==> config.mk <==
export PLATFORM = sky130hd
export DESIGN_NAME = sha1_byte_stream_hasher_core
export DESIGN_NICKNAME = d
export VERILOG_FILES = /design/src/sha1bsh_pkg.sv /design/src/sha1bsh_ctrl.sv /design/src/sha1bsh_dp.sv /design/src/sha1_byte_stream_hasher_core.sv
export VERILOG_INCLUDE_DIRS = /design/src /design/src/src
export SDC_FILE = /design/constraint.sdc
export NUM_CORES = 2
export LEC_CHECK = 0
export BUFFER_PORTS_ARGS = -buffer_cell sky130_fd_sc_hd__buf_2
export CORE_MARGIN = 4
export CORE_UTILIZATION = 44
export CTS_BUF_LIST = sky130_fd_sc_hd__clkbuf_4
export CTS_CLUSTER_DIAMETER = 60
export DETAILED_ROUTE_END_ITERATION = 16
export HOLD_SLACK_MARGIN = 0.06
export PLACE_DENSITY = 0.57
export SLEW_MARGIN = 20
export SYNTH_ARGS = -nofsm -noshare
export SYNTH_HDL_FRONTEND = slang
export SYNTH_SLANG_ARGS = --single-unit
==> constraint.sdc <==
create_clock -name clk -period 45.1 [get_ports clk]
set_input_delay 4.51 -clock clk [delete_from_list [all_inputs] [get_ports clk]]
set_output_delay 4.51 -clock clk [all_outputs]
set_load 0.03 [all_outputs]
==> src/sha1_byte_stream_hasher_core_defines.svh <==
// assertion macros for the sha-1 byte stream hasher
// used by the controller and datapath, expects clk and rst in scope
`ifndef SHA1_BYTE_STREAM_HASHER_CORE_DEFINES_SVH
`define SHA1_BYTE_STREAM_HASHER_CORE_DEFINES_SVH

// property must hold in the same cycle
`define SHA1BSH_ASSERT(lbl, prop, msg) \
  lbl: assert property (@(posedge clk) disable iff (rst) prop) else $error(msg);

// consequent must hold in the cycle after the antecedent
`define SHA1BSH_ASSERT_NEXT(lbl, pre, post, msg) \
  lbl: assert property (@(posedge clk) disable iff (rst) pre |=> post) else $error(msg);

`endif

==> src/sha1bsh_pkg.sv <==
// shared types and constants for the sha-1 byte stream hasher
// no dependencies
package sha1bsh_pkg;

  localparam int unsigned Rounds      = 80;
  localparam int unsigned DigestWords = 5;

  localparam logic       CMD_ABSORB = 1'b0;
  localparam logic       CMD_FINISH = 1'b1;

  localparam logic [5:0] FillLast = 6'd63;
  localparam logic [5:0] FillLen  = 6'd56;
  localparam logic [7:0] PadMark  = 8'h80;

  // index 0 is the first chaining word
  localparam logic [4:0][31:0] InitChain = {
    32'hC3D2E1F0, 32'h10325476, 32'h98BADCFE, 32'hEFCDAB89, 32'h67452301
  };

  localparam logic [3:0][31:0] RoundK = {
    32'hCA62C1D6, 32'h8F1BBCDC, 32'h6ED9EBA1, 32'h5A827999
  };

  typedef enum logic [5:0] {
    ST_IDLE  = 6'b000001,
    ST_ZERO  = 6'b000010,
    ST_LEN   = 6'b000100,
    ST_ROUND = 6'b001000,
    ST_ADD   = 6'b010000,
    ST_DONE  = 6'b100000
  } state_t;

  typedef enum logic [1:0] {
    PUSH_DATA,
    PUSH_MARK,
    PUSH_ZERO,
    PUSH_LEN
  } push_sel_t;

  typedef struct packed {
    logic      push;
    push_sel_t push_sel;
    logic      count_len;
    logic      round;
    logic [1:0] round_grp;
    logic      add;
    logic      finish;
  } dp_cmd_t;

  typedef struct packed {
    logic [5:0] fill;
    logic       out_empty;
  } dp_stat_t;

endpackage

==> src/sha1bsh_ctrl.sv <==
// controller state machine: byte intake, padding sequence, round count
// depends on sha1bsh_pkg and the assertion macro header
`include "sha1_byte_stream_hasher_core_defines.svh"

module sha1bsh_ctrl (
  input  logic                 clk,
  input  logic                 rst,
  input  logic                 s_tvalid,
  input  logic                 s_tuser,
  output logic                 s_tready,
  output sha1bsh_pkg::dp_cmd_t cmd,
  input  sha1bsh_pkg::dp_stat_t stat
);
  import sha1bsh_pkg::*;

  state_t     state, state_next;
  state_t     ret, ret_next;
  logic [6:0] round_cnt, round_cnt_next;
  logic       wrap;

  assign wrap = (stat.fill == FillLast);

  always_comb begin
    state_next     = state;
    ret_next       = ret;
    round_cnt_next = '0;
    s_tready       = 1'b0;
    cmd            = '0;
    cmd.push_sel   = PUSH_DATA;
    case (state)
      ST_IDLE: begin
        s_tready = 1'b1;
        if (s_tvalid) begin
          cmd.push = 1'b1;
          if (s_tuser == CMD_ABSORB) begin
            cmd.push_sel  = PUSH_DATA;
            cmd.count_len = 1'b1;
            ret_next      = ST_IDLE;
            if (wrap) state_next = ST_ROUND;
          end else begin
            // the 0x80 marker goes in on the accepting beat
            cmd.push_sel = PUSH_MARK;
            ret_next     = ST_ZERO;
            state_next   = wrap ? ST_ROUND : ST_ZERO;
          end
        end
      end
      ST_ZERO: begin
        if (stat.fill == FillLen) begin
          state_next = ST_LEN;
        end else begin
          cmd.push     = 1'b1;
          cmd.push_sel = PUSH_ZERO;
          if (wrap) begin
            ret_next   = ST_ZERO;
            state_next = ST_ROUND;
          end
        end
      end
      ST_LEN: begin
        cmd.push     = 1'b1;
        cmd.push_sel = PUSH_LEN;
        if (wrap) begin
          ret_next   = ST_DONE;
          state_next = ST_ROUND;
        end
      end
      ST_ROUND: begin
        cmd.round = 1'b1;
        if (round_cnt < 7'd20)      cmd.round_grp = 2'd0;
        else if (round_cnt < 7'd40) cmd.round_grp = 2'd1;
        else if (round_cnt < 7'd60) cmd.round_grp = 2'd2;
        else                        cmd.round_grp = 2'd3;
        if (round_cnt == 7'(Rounds - 1)) state_next = ST_ADD;
        else round_cnt_next = round_cnt + 7'd1;
      end
      ST_ADD: begin
        cmd.add    = 1'b1;
        state_next = ret;
      end
      ST_DONE: begin
        // wait for the previous digest to drain
        if (stat.out_empty) begin
          cmd.finish = 1'b1;
          state_next = ST_IDLE;
        end
      end
      default: begin
        state_next = ST_IDLE;
      end
    endcase
  end

  always_ff @(posedge clk) begin
    if (rst) begin
      state     <= ST_IDLE;
      ret       <= ST_IDLE;
      round_cnt <= '0;
    end else begin
      state     <= state_next;
      ret       <= ret_next;
      round_cnt <= round_cnt_next;
    end
  end

  `SHA1BSH_ASSERT_NEXT(a_round_end, (state == ST_ROUND && round_cnt == 7'(Rounds - 1)), (state == ST_ADD), "compression did not end after the last round")
  `SHA1BSH_ASSERT(a_len_phase, (state == ST_LEN) |-> (stat.fill >= FillLen), "length bytes outside the length slot")
  `SHA1BSH_ASSERT(a_done_aligned, (state == ST_DONE) |-> (stat.fill == 6'd0), "digest ready with a partial block")

endmodule

==> src/sha1bsh_dp.sv <==
// datapath: block shift register, schedule, round unit, chaining words,
// length counter and digest output queue; depends on sha1bsh_pkg and macros
`include "sha1_byte_stream_hasher_core_defines.svh"

module sha1bsh_dp (
  input  logic                  clk,
  input  logic                  rst,
  input  logic [7:0]            data_byte,
  input  sha1bsh_pkg::dp_cmd_t  cmd,
  output sha1bsh_pkg::dp_stat_t stat,
  output logic                  m_tvalid,
  input  logic                  m_tready,
  output logic [39:0]           m_tdata,
  output logic                  m_tlast
);
  import sha1bsh_pkg::*;

  // block held as 16 big-endian words, word 0 in the top bits
  logic [511:0]      msg;
  logic [60:0]       msg_bytes;
  logic [5:0]        fill;
  logic [4:0][31:0]  chain;
  logic [4:0][31:0]  work;
  logic [4:0][31:0]  chain_sum;
  logic [4:0][31:0]  out_words;
  logic [2:0]        out_count;
  logic [63:0]       bit_len;
  logic [7:0]        push_byte;
  logic [31:0]       w0, sched_new, f, tmp;
  logic [2:0]        len_idx;
  logic              out_beat;

  assign bit_len = {msg_bytes, 3'b000};
  assign len_idx = fill[2:0];
  assign w0      = msg[511:480];

  // words 13, 8, 2 and 0 of the window
  always_comb begin
    logic [31:0] x;
    x         = msg[95:64] ^ msg[255:224] ^ msg[447:416] ^ msg[511:480];
    sched_new = {x[30:0], x[31]};
  end

  always_comb begin
    case (cmd.push_sel)
      PUSH_DATA: push_byte = data_byte;
      PUSH_MARK: push_byte = PadMark;
      PUSH_ZERO: push_byte = 8'h00;
      PUSH_LEN:  push_byte = bit_len[{~len_idx, 3'b000} +: 8];
      default:   push_byte = 8'h00;
    endcase
  end

  always_comb begin
    case (cmd.round_grp)
      2'd0:    f = (work[1] & work[2]) | (~work[1] & work[3]);
      2'd2:    f = (work[1] & work[2]) | (work[1] & work[3]) | (work[2] & work[3]);
      default: f = work[1] ^ work[2] ^ work[3];
    endcase
    tmp = {work[0][26:0], work[0][31:27]} + f + work[4] + RoundK[cmd.round_grp] + w0;
  end

  always_comb begin
    for (int i = 0; i < 5; i++) chain_sum[i] = chain[i] + work[i];
  end

  assign out_beat = m_tvalid && m_tready;

  always_ff @(posedge clk) begin
    if (cmd.push) msg <= {msg[503:0], push_byte};
    else if (cmd.round) msg <= {msg[479:0], sched_new};
  end

  always_ff @(posedge clk) begin
    if (cmd.finish) out_words <= chain;
    else if (out_beat) out_words <= {32'h0, out_words[4:1]};
  end

  always_ff @(posedge clk) begin
    if (rst) begin
      msg_bytes <= '0;
      fill      <= '0;
      chain     <= InitChain;
      work      <= InitChain;
      out_count <= '0;
    end else begin
      if (cmd.finish) begin
        msg_bytes <= '0;
        fill      <= '0;
        chain     <= InitChain;
        work      <= InitChain;
        out_count <= 3'(DigestWords);
      end else begin
        if (cmd.count_len) msg_bytes <= msg_bytes + 61'd1;
        if (cmd.push) fill <= fill + 6'd1;
        if (cmd.round) begin
          work[0] <= tmp;
          work[1] <= work[0];
          work[2] <= {work[1][1:0], work[1][31:2]};
          work[3] <= work[2];
          work[4] <= work[3];
        end else if (cmd.add) begin
          chain <= chain_sum;
          work  <= chain_sum;
        end
        if (out_beat) out_count <= out_count - 3'd1;
      end
    end
  end

  assign stat.fill      = fill;
  assign stat.out_empty = (out_count == 3'd0);

  assign m_tvalid = (out_count != 3'd0);
  assign m_tlast  = (out_count == 3'd1);
  assign m_tdata  = {5'b00000, 3'(DigestWords) - out_count, out_words[0]};

  `SHA1BSH_ASSERT(a_load_empty, cmd.finish |-> (out_count == 3'd0), "digest loaded over undelivered words")
  `SHA1BSH_ASSERT_NEXT(a_add_sync, cmd.add, (chain == work), "working words differ from chain after add")
  `SHA1BSH_ASSERT(a_out_bound, (out_count <= 3'(DigestWords)), "output word count out of range")

endmodule

==> src/sha1_byte_stream_hasher_core.sv <==
// sha-1 byte stream hasher: input channel s_*, digest channel m_*.
// An input beat carries one message byte (s_tuser = 0) or a finish
// request (s_tuser = 1, s_tdata ignored). A finish pads the message,
// runs the last block(s) and sends the digest as five 32-bit words,
// most significant first, with m_tlast on the fifth.
// An absorb beat that completes a 64-byte block starts a compression
// (80 rounds on the single round unit, then the chaining add) during
// which no beat is taken. After a finish, the padding bytes go in one
// per cycle, paused while a block is compressed, and one or two blocks
// are compressed before the first digest beat; the five words then go
// out one per cycle while m_tready is high.
// Bytes of the next message are taken while the digest drains; a
// second finish waits only if the previous digest is still queued.
// m_tvalid never drops before its beat is taken: a stalled receiver
// just holds the current word. Reset (rst, synchronous) restores the
// initial chaining values and empties the block and the output queue.
// depends on sha1bsh_pkg, sha1bsh_ctrl, sha1bsh_dp
module sha1_byte_stream_hasher_core (
  input  logic        clk,
  input  logic        rst,
  input  logic        s_tvalid,
  output logic        s_tready,
  input  logic [7:0]  s_tdata,   // [7:0] data_byte
  input  logic        s_tuser,   // [0] command
  output logic        m_tvalid,
  input  logic        m_tready,
  output logic [39:0] m_tdata,   // [31:0] digest_word, [34:32] word_index, zero fill
  output logic        m_tlast
);
  import sha1bsh_pkg::*;

  dp_cmd_t  cmd;
  dp_stat_t stat;

  sha1bsh_ctrl u_ctrl (
    .clk      (clk),
    .rst      (rst),
    .s_tvalid (s_tvalid),
    .s_tuser  (s_tuser),
    .s_tready (s_tready),
    .cmd      (cmd),
    .stat     (stat)
  );

  sha1bsh_dp u_dp (
    .clk       (clk),
    .rst       (rst),
    .data_byte (s_tdata),
    .cmd       (cmd),
    .stat      (stat),
    .m_tvalid  (m_tvalid),
    .m_tready  (m_tready),
    .m_tdata   (m_tdata),
    .m_tlast   (m_tlast)
  );

endmodule

### Word level (Yosys, flattened, before mapping)

Cells that the tools add are included.

* $add $sub $neg: 14
* $lt $le $gt $ge: 4
* eq/ne operators: 20
* shifts and indexed selects: 1
* mux-type cells: 40
* bitwise gates (word level): 16
* reduce and logical (&&, ||, !) cells: 14

Operator list (number)
* 2-to-1 mux 512 bit: 2
* 2-to-1 mux 160 bit: 4
* adder 32 bit: 9
* XOR 32 bit: 5
* bitwise AND 32 bit: 4
* bitwise OR 32 bit: 3
* binary-select mux 32 bit (select 2 bit): 1
* one-hot mux 32 bit (2 select lines): 1
* variable part select 64 x 7 -> 8 bit: 1
* adder 61 x 1 -> 61 bit (second input constant): 1
* 2-to-1 mux 6 bit: 10
* one-hot mux 6 bit (6 select lines): 1
* 2-to-1 mux 32 bit: 1
* inverter 32 bit: 1
* one-hot mux 8 bit (4 select lines): 1
* equality test 6 bit (second input constant): 3
* one-hot mux 6 bit (3 select lines): 1
* less-than comparator 7 x 6 -> 1 bit (second input constant): 2
* 2-to-1 mux 3 bit: 4
* one-hot mux 3 bit (3 select lines): 1
* 2-to-1 mux 1 bit: 8
* 2-to-1 mux 4 bit: 2
* adder 7 x 1 -> 7 bit (second input constant): 1
* equality test 7 bit (second input constant): 1
* other kinds (28): 41

* bits in registers: 1081
* bits of input ports: 13
* output and inout port bits: 43
* word-level logic and storage cells: 132

### Depth between registers and ports, before layout

* depth after elaboration: 12
* mapped depth: 30
* gate-level depth less buffers: 27

### Hierarchy

Synthesis repeated with hierarchy kept, for this count alone.

* cell total of the unflattened synthesis: 5321
* area, all modules: 58722.6 um2

Modules (own cells, without submodules)
* sha1bsh_dp: times used 1, cells an instance 5206, area an instance 57802.9 um2, sequential area each 27986.8 um2
* sha1bsh_ctrl: times used 1, cells an instance 115, area an instance 919.6 um2, sequential area each 320.3 um2

### Worst setup path after synthesis

Ideal clock, no wire load.

* path kind: input -> register
* start point: input port s_tvalid
* end point: register u_dp.msg[0] (enable)
* library setup time: 3.640 ns
* data arrival time: 13.793 ns
* required time: 41.460 ns
* path slack: 27.667 ns
* stages: 6
* path buffers: 3
* cells stage by stage: and3_2 clkbuf_1 nor2_1 clkbuf_1 clkbuf_1 nand2_1

* longest elaborated chain between the ends: 3

RTL lines
* from (decl): line sha1_byte_stream_hasher_core.sv:21 `input logic s_tvalid,`
* 2-to-1 mux 4 bit: line sha1bsh_ctrl.sv:33 `if (s_tvalid) begin`
* one-hot mux 3 bit (3 select lines): line sha1bsh_ctrl.sv:30 `case (state)`
* nonzero test 2 bit (no source line)
* to (signal assigned): line sha1bsh_dp.sv:70 `if (cmd.push) msg <= {msg[503:0], push_byte};`
* to (signal assigned): line sha1bsh_dp.sv:71 `else if (cmd.round) msg <= {msg[479:0], sched_new};`
* to (decl): line sha1bsh_dp.sv:19 `logic [511:0] msg;`

Every way passes these cells.
A chain may end at the register's enable or synchronous reset.

### Worst setup path after layout

* start point: register u_ctrl.state[1]
* end point: register u_dp.work[30] in the netlist's numbering

* longest elaborated chain between the ends: 9
* elaborated cells on any way between the ends: 18
* classes of those cells: add/sub (4); eq/ne (4); mux (7); reduce/logical (3)

RTL lines
* from (decl): line sha1bsh_ctrl.sv:16 `state_t state, state_next;`
* from (signal assigned): line sha1bsh_ctrl.sv:100 `state <= state_next;`
* equality test 6 x 4 -> 1 bit: line sha1bsh_ctrl.sv:30
* 2-to-1 mux 3 bit: line sha1bsh_ctrl.sv:30
* equality test 2 bit / logical NOT 2 bit (equally long branches): line sha1bsh_dp.sv:55 `case (cmd.round_grp)`
* one-hot mux 32 bit (2 select lines): line sha1bsh_dp.sv:55
* adder 32 bit (4 in series): line sha1bsh_dp.sv:60 `tmp = {work[0][26:0], work[0][31:27]} + f + work[4] + RoundK[cmd.round_grp] + w0;`
* 2-to-1 mux 160 bit: line sha1bsh_dp.sv:96 `if (cmd.round) begin`
* to (signal assigned): line sha1bsh_dp.sv:84 `work <= InitChain;`
* to (signal assigned): line sha1bsh_dp.sv:91 `work <= InitChain;`
* to (signal assigned): line sha1bsh_dp.sv:104 `work <= chain_sum;`
* to (decl): line sha1bsh_dp.sv:23 `logic [4:0][31:0] work;`

Parallel ways exist; a longest one is shown, timed or not. The select of a mux whose other input is x is not followed.

==> reports/metrics.yaml <==
placed_design:
  dp_hpwl_mm: 104.4
  port_buffers: 50
  place.gp.congestion: 0.9100
  dp_cells: 7748
logic_synthesis:
  ys_seq_elements: 1078
  ys_types: 95
  ys_top_cells_by_count: "nand2_1 (2248), edfxtp_1 (672), dfxtp_1 (406)"
  async_reset_ff_frac: 0
  synth_seq_area_share: 0.4905
  synth_edf_count: 672
  synth_ff_type: "edfxtp_1"
  synthTopCellsByArea: "edfxtp_1 (35%), nand2_1 (15%), dfxtp_1 (14%)"
  synthCells: 6232
  synth_area_sq_um: 57710
  syn_avg_cell_area_sq_um: 9.261
  synth_most_common_cell: "nand2_1"
  synth_area_leader_cell: "edfxtp_1"
  yosysTopAreaCellShare: 0.3497
  yosys_warnings: 0
sta:
  fin_worst_skew_ns: 0.1085
  worst_pin_slew_ns: 1.076
  maxSlewHeadroom: 0.2807
  final-setup-viol-count: 0
  timing.hold.ws_ns: 0.4423
  fmax_ghz: 0.1294
  rsz0062_at_grt: "no"
  final_max_slew_viol_count: 0
  hold_violations: 0
  fin_setup_tns_ns: 0
  period_share: 0.1713
  finalCriticalPeriod_ns: 7.727
cts:
  h-tree-depth: 5
  holdBufCountCts: 0
  clk_pin_slew_ns: 0.07
  cts_tree: "done"
  clockBufferDepth: 4
  ctsResizeCount: 0
  numCtsBuffers: 318
  cts_num_sinks: 1078
  cts_root_buffer: "clkbuf_4"
  clock_latency_ns: 1.28
  postCtsSetupBuffers: 0
finish:
  area.growth.synth_to_final_pct: 9.466
  nets: 6669
  multiInputGateArea_sq_um: 27140
  num-fill-cells: 12550
  ff_latch_area_sq_um: 28310
  fin_cells: 8296
  layout-drive-gt1-share: 0.1076
die:
  rows: 132
  coreArea_sq_um: 130000
  dieArea_sq_um: 137000
  fp.dieH_um: 370.2
  pin_count: 56
  dieWidth_um: 370.2
  start_util: 0.4440
route:
  first_pass_iters: 6
  wl_mm: 156.6
  antenna_left: 0
  via_count: 44320
  drc: 0
  first_iter_violations: 3645
  vias_per_cell: 5.342
  wl_per_cell_um: 18.88
power_and_ir_drop:
  pwr-share-clk: 0.308
  pwr-share-comb: 0.207
  pwr_density_cell_nw_per_um2: 47.50
  p_sw_w: 0.0009577
  pwr-share-seq: 0.485
  p_leak_nw: 26.74
  ir_drop_mv: 0.03112
  total_power_w: 0.003001
  p_int_w: 0.002043
  p_sw_frac: 0.3192
setup_path:
  startpoint_type: "register"
  slowest_delay_ns: 0.69
  crit_fanout: 34
  path_delay_family: "compound AO/OA/AOI/OAI gates"
  slowest_stage: "o311ai_0"
  worstPathArrival_ns: 8.86
  end_kind: "register"
  cp_num_buf_inv: 6
  crit_type: "register to register"
  required_ns: 46.23
grt:
  grt_usage: 0.2250
  grt_pass1_wl_mm: 243.4
  grt-ovfl-total: 0
  grt_max_degree: 221
  antenna_found_initial: 2
  first_global_vias: 42940
worst_hold_path:
  min_path_type: "register to register"
outcome:
  status: "completed"
run:
  maxCapViolCount: 0
==> worst register-to-register path, delay by kind of cell, from the launching register on <==
family	cells	cell delay [ns]
flip-flops	1	0.37
buffers and inverters	6	0.97
adder cells (fa/ha/maj)	5	2.06
AND/OR/NAND/NOR	5	1.08
XOR/XNOR	1	0.16
AO/OA/AOI/OAI	11	2.95
==> worst paths after layout <==
| kind | end | from | cells past startpoint | slack (ns) |
|---|---|---|---|---|
| min | u_ctrl.round_cnt[0]$_SDFF_PP0_ | u_ctrl.round_cnt[0]$_SDFF_PP0_ | 1 | 0.44 |
| max | u_dp.work[30]$_SDFFE_PP1P_ | u_ctrl.state[1]$_SDFFE_PP0P_ | 28 | 37.37 |
| min reg2reg | u_ctrl.round_cnt[0]$_SDFF_PP0_ | u_ctrl.round_cnt[0]$_SDFF_PP0_ | 1 | 0.44 |
| max reg2reg | u_dp.work[30]$_SDFFE_PP1P_ | u_ctrl.state[1]$_SDFFE_PP0P_ | 28 | 37.37 |
==> per-stage QoR <==
stage	util	cell area [sq um]	worst slack [ns]
floorplan	-	57730	27.67
global placement	0.4554	59200	36.94
detailed placement	0.4554	59200	36.90
CTS	0.4856	63110	37.39
global route	0.4859	63160	36.94
finish	0.4860	63170	37.37
==> layout by cell type, fill, tap and decap left out, types with 32 or more instances in the layout <==
| cell type | count |
|---|---|
| ha_1 | 204 |
| a21oi_1 | 339 |
| a221o_1 | 36 |
| mux2_2 | 34 |
| edfxtp_1 | 672 |
| clkbuf_4 | 492 |
| a221oi_1 | 48 |
| nor2_1 | 186 |
| dfxtp_1 | 406 |
| a31oi_1 | 32 |
| nand2_1 | 2246 |
| a22oi_1 | 88 |
| o21ai_0 | 232 |
| nand3_1 | 64 |
| buf_2 | 50 |
| buf_4 | 34 |
| and2_1 | 47 |
| xnor2_1 | 210 |
| clkinv_1 | 37 |
| a21o_1 | 125 |
| fa_1 | 125 |
| inv_1 | 248 |
| xor2_1 | 104 |
==> power groups by stage <==
stage / logic [W] / clock network, W / registers, W
CTS: 0.000631 / 0.000955 / 0.00146
finish: 0.000622 / 0.000924 / 0.00145
global route: 0.000708 / 0.00101 / 0.00148
detailed placement: 0.000628 / 0 / 0.00147
global placement: 0.000621 / 0 / 0.00147
floorplan: 0.000475 / 0 / 0.00149
==> metal layers <==
metal  routed length [um]  vias to the layer above  GRT usage
met5                    0                        -          0
met4                 5173                        0    0.08852
met3                 9263                      342    0.03493
met2                69580                     1312     0.3454
met1                72630                    21070     0.3195
li1                     -                    21600          -
==> final cells by class <==
cell class	instances	area share
antenna	10	0.0003961
clock buffer	492	0.05847
clock inverter	45	0.003545
inverter	248	0.01474
multi-input combinational	4589	0.4296
sequential	1078	0.4481
tap	1742	0.03450
timing repair buffer	92	0.01066
==> logic make-up after synthesis <==
family | synth area share
multiplexers | 0.01309
XOR/XNOR | 0.04765
AND/OR/NAND/NOR | 0.1956
flip-flops | 0.4905
buffers and inverters | 0.04082
adder cells (fa/ha/maj) | 0.08759
other | 0.00006498
AO/OA/AOI/OAI | 0.1247
==> flip-flops by register name (all words and copies together) (netlist names), 6 cells and up <==
signal and count:
u_dp.out_words 128, u_dp.msg 512, u_dp.msg_bytes 61, u_dp.fill 6, u_ctrl.round_cnt 7, u_dp.m_tdata 32
u_ctrl.state 6, u_dp.work 160, u_dp.chain 160
(Power assumes the default switching activity.)
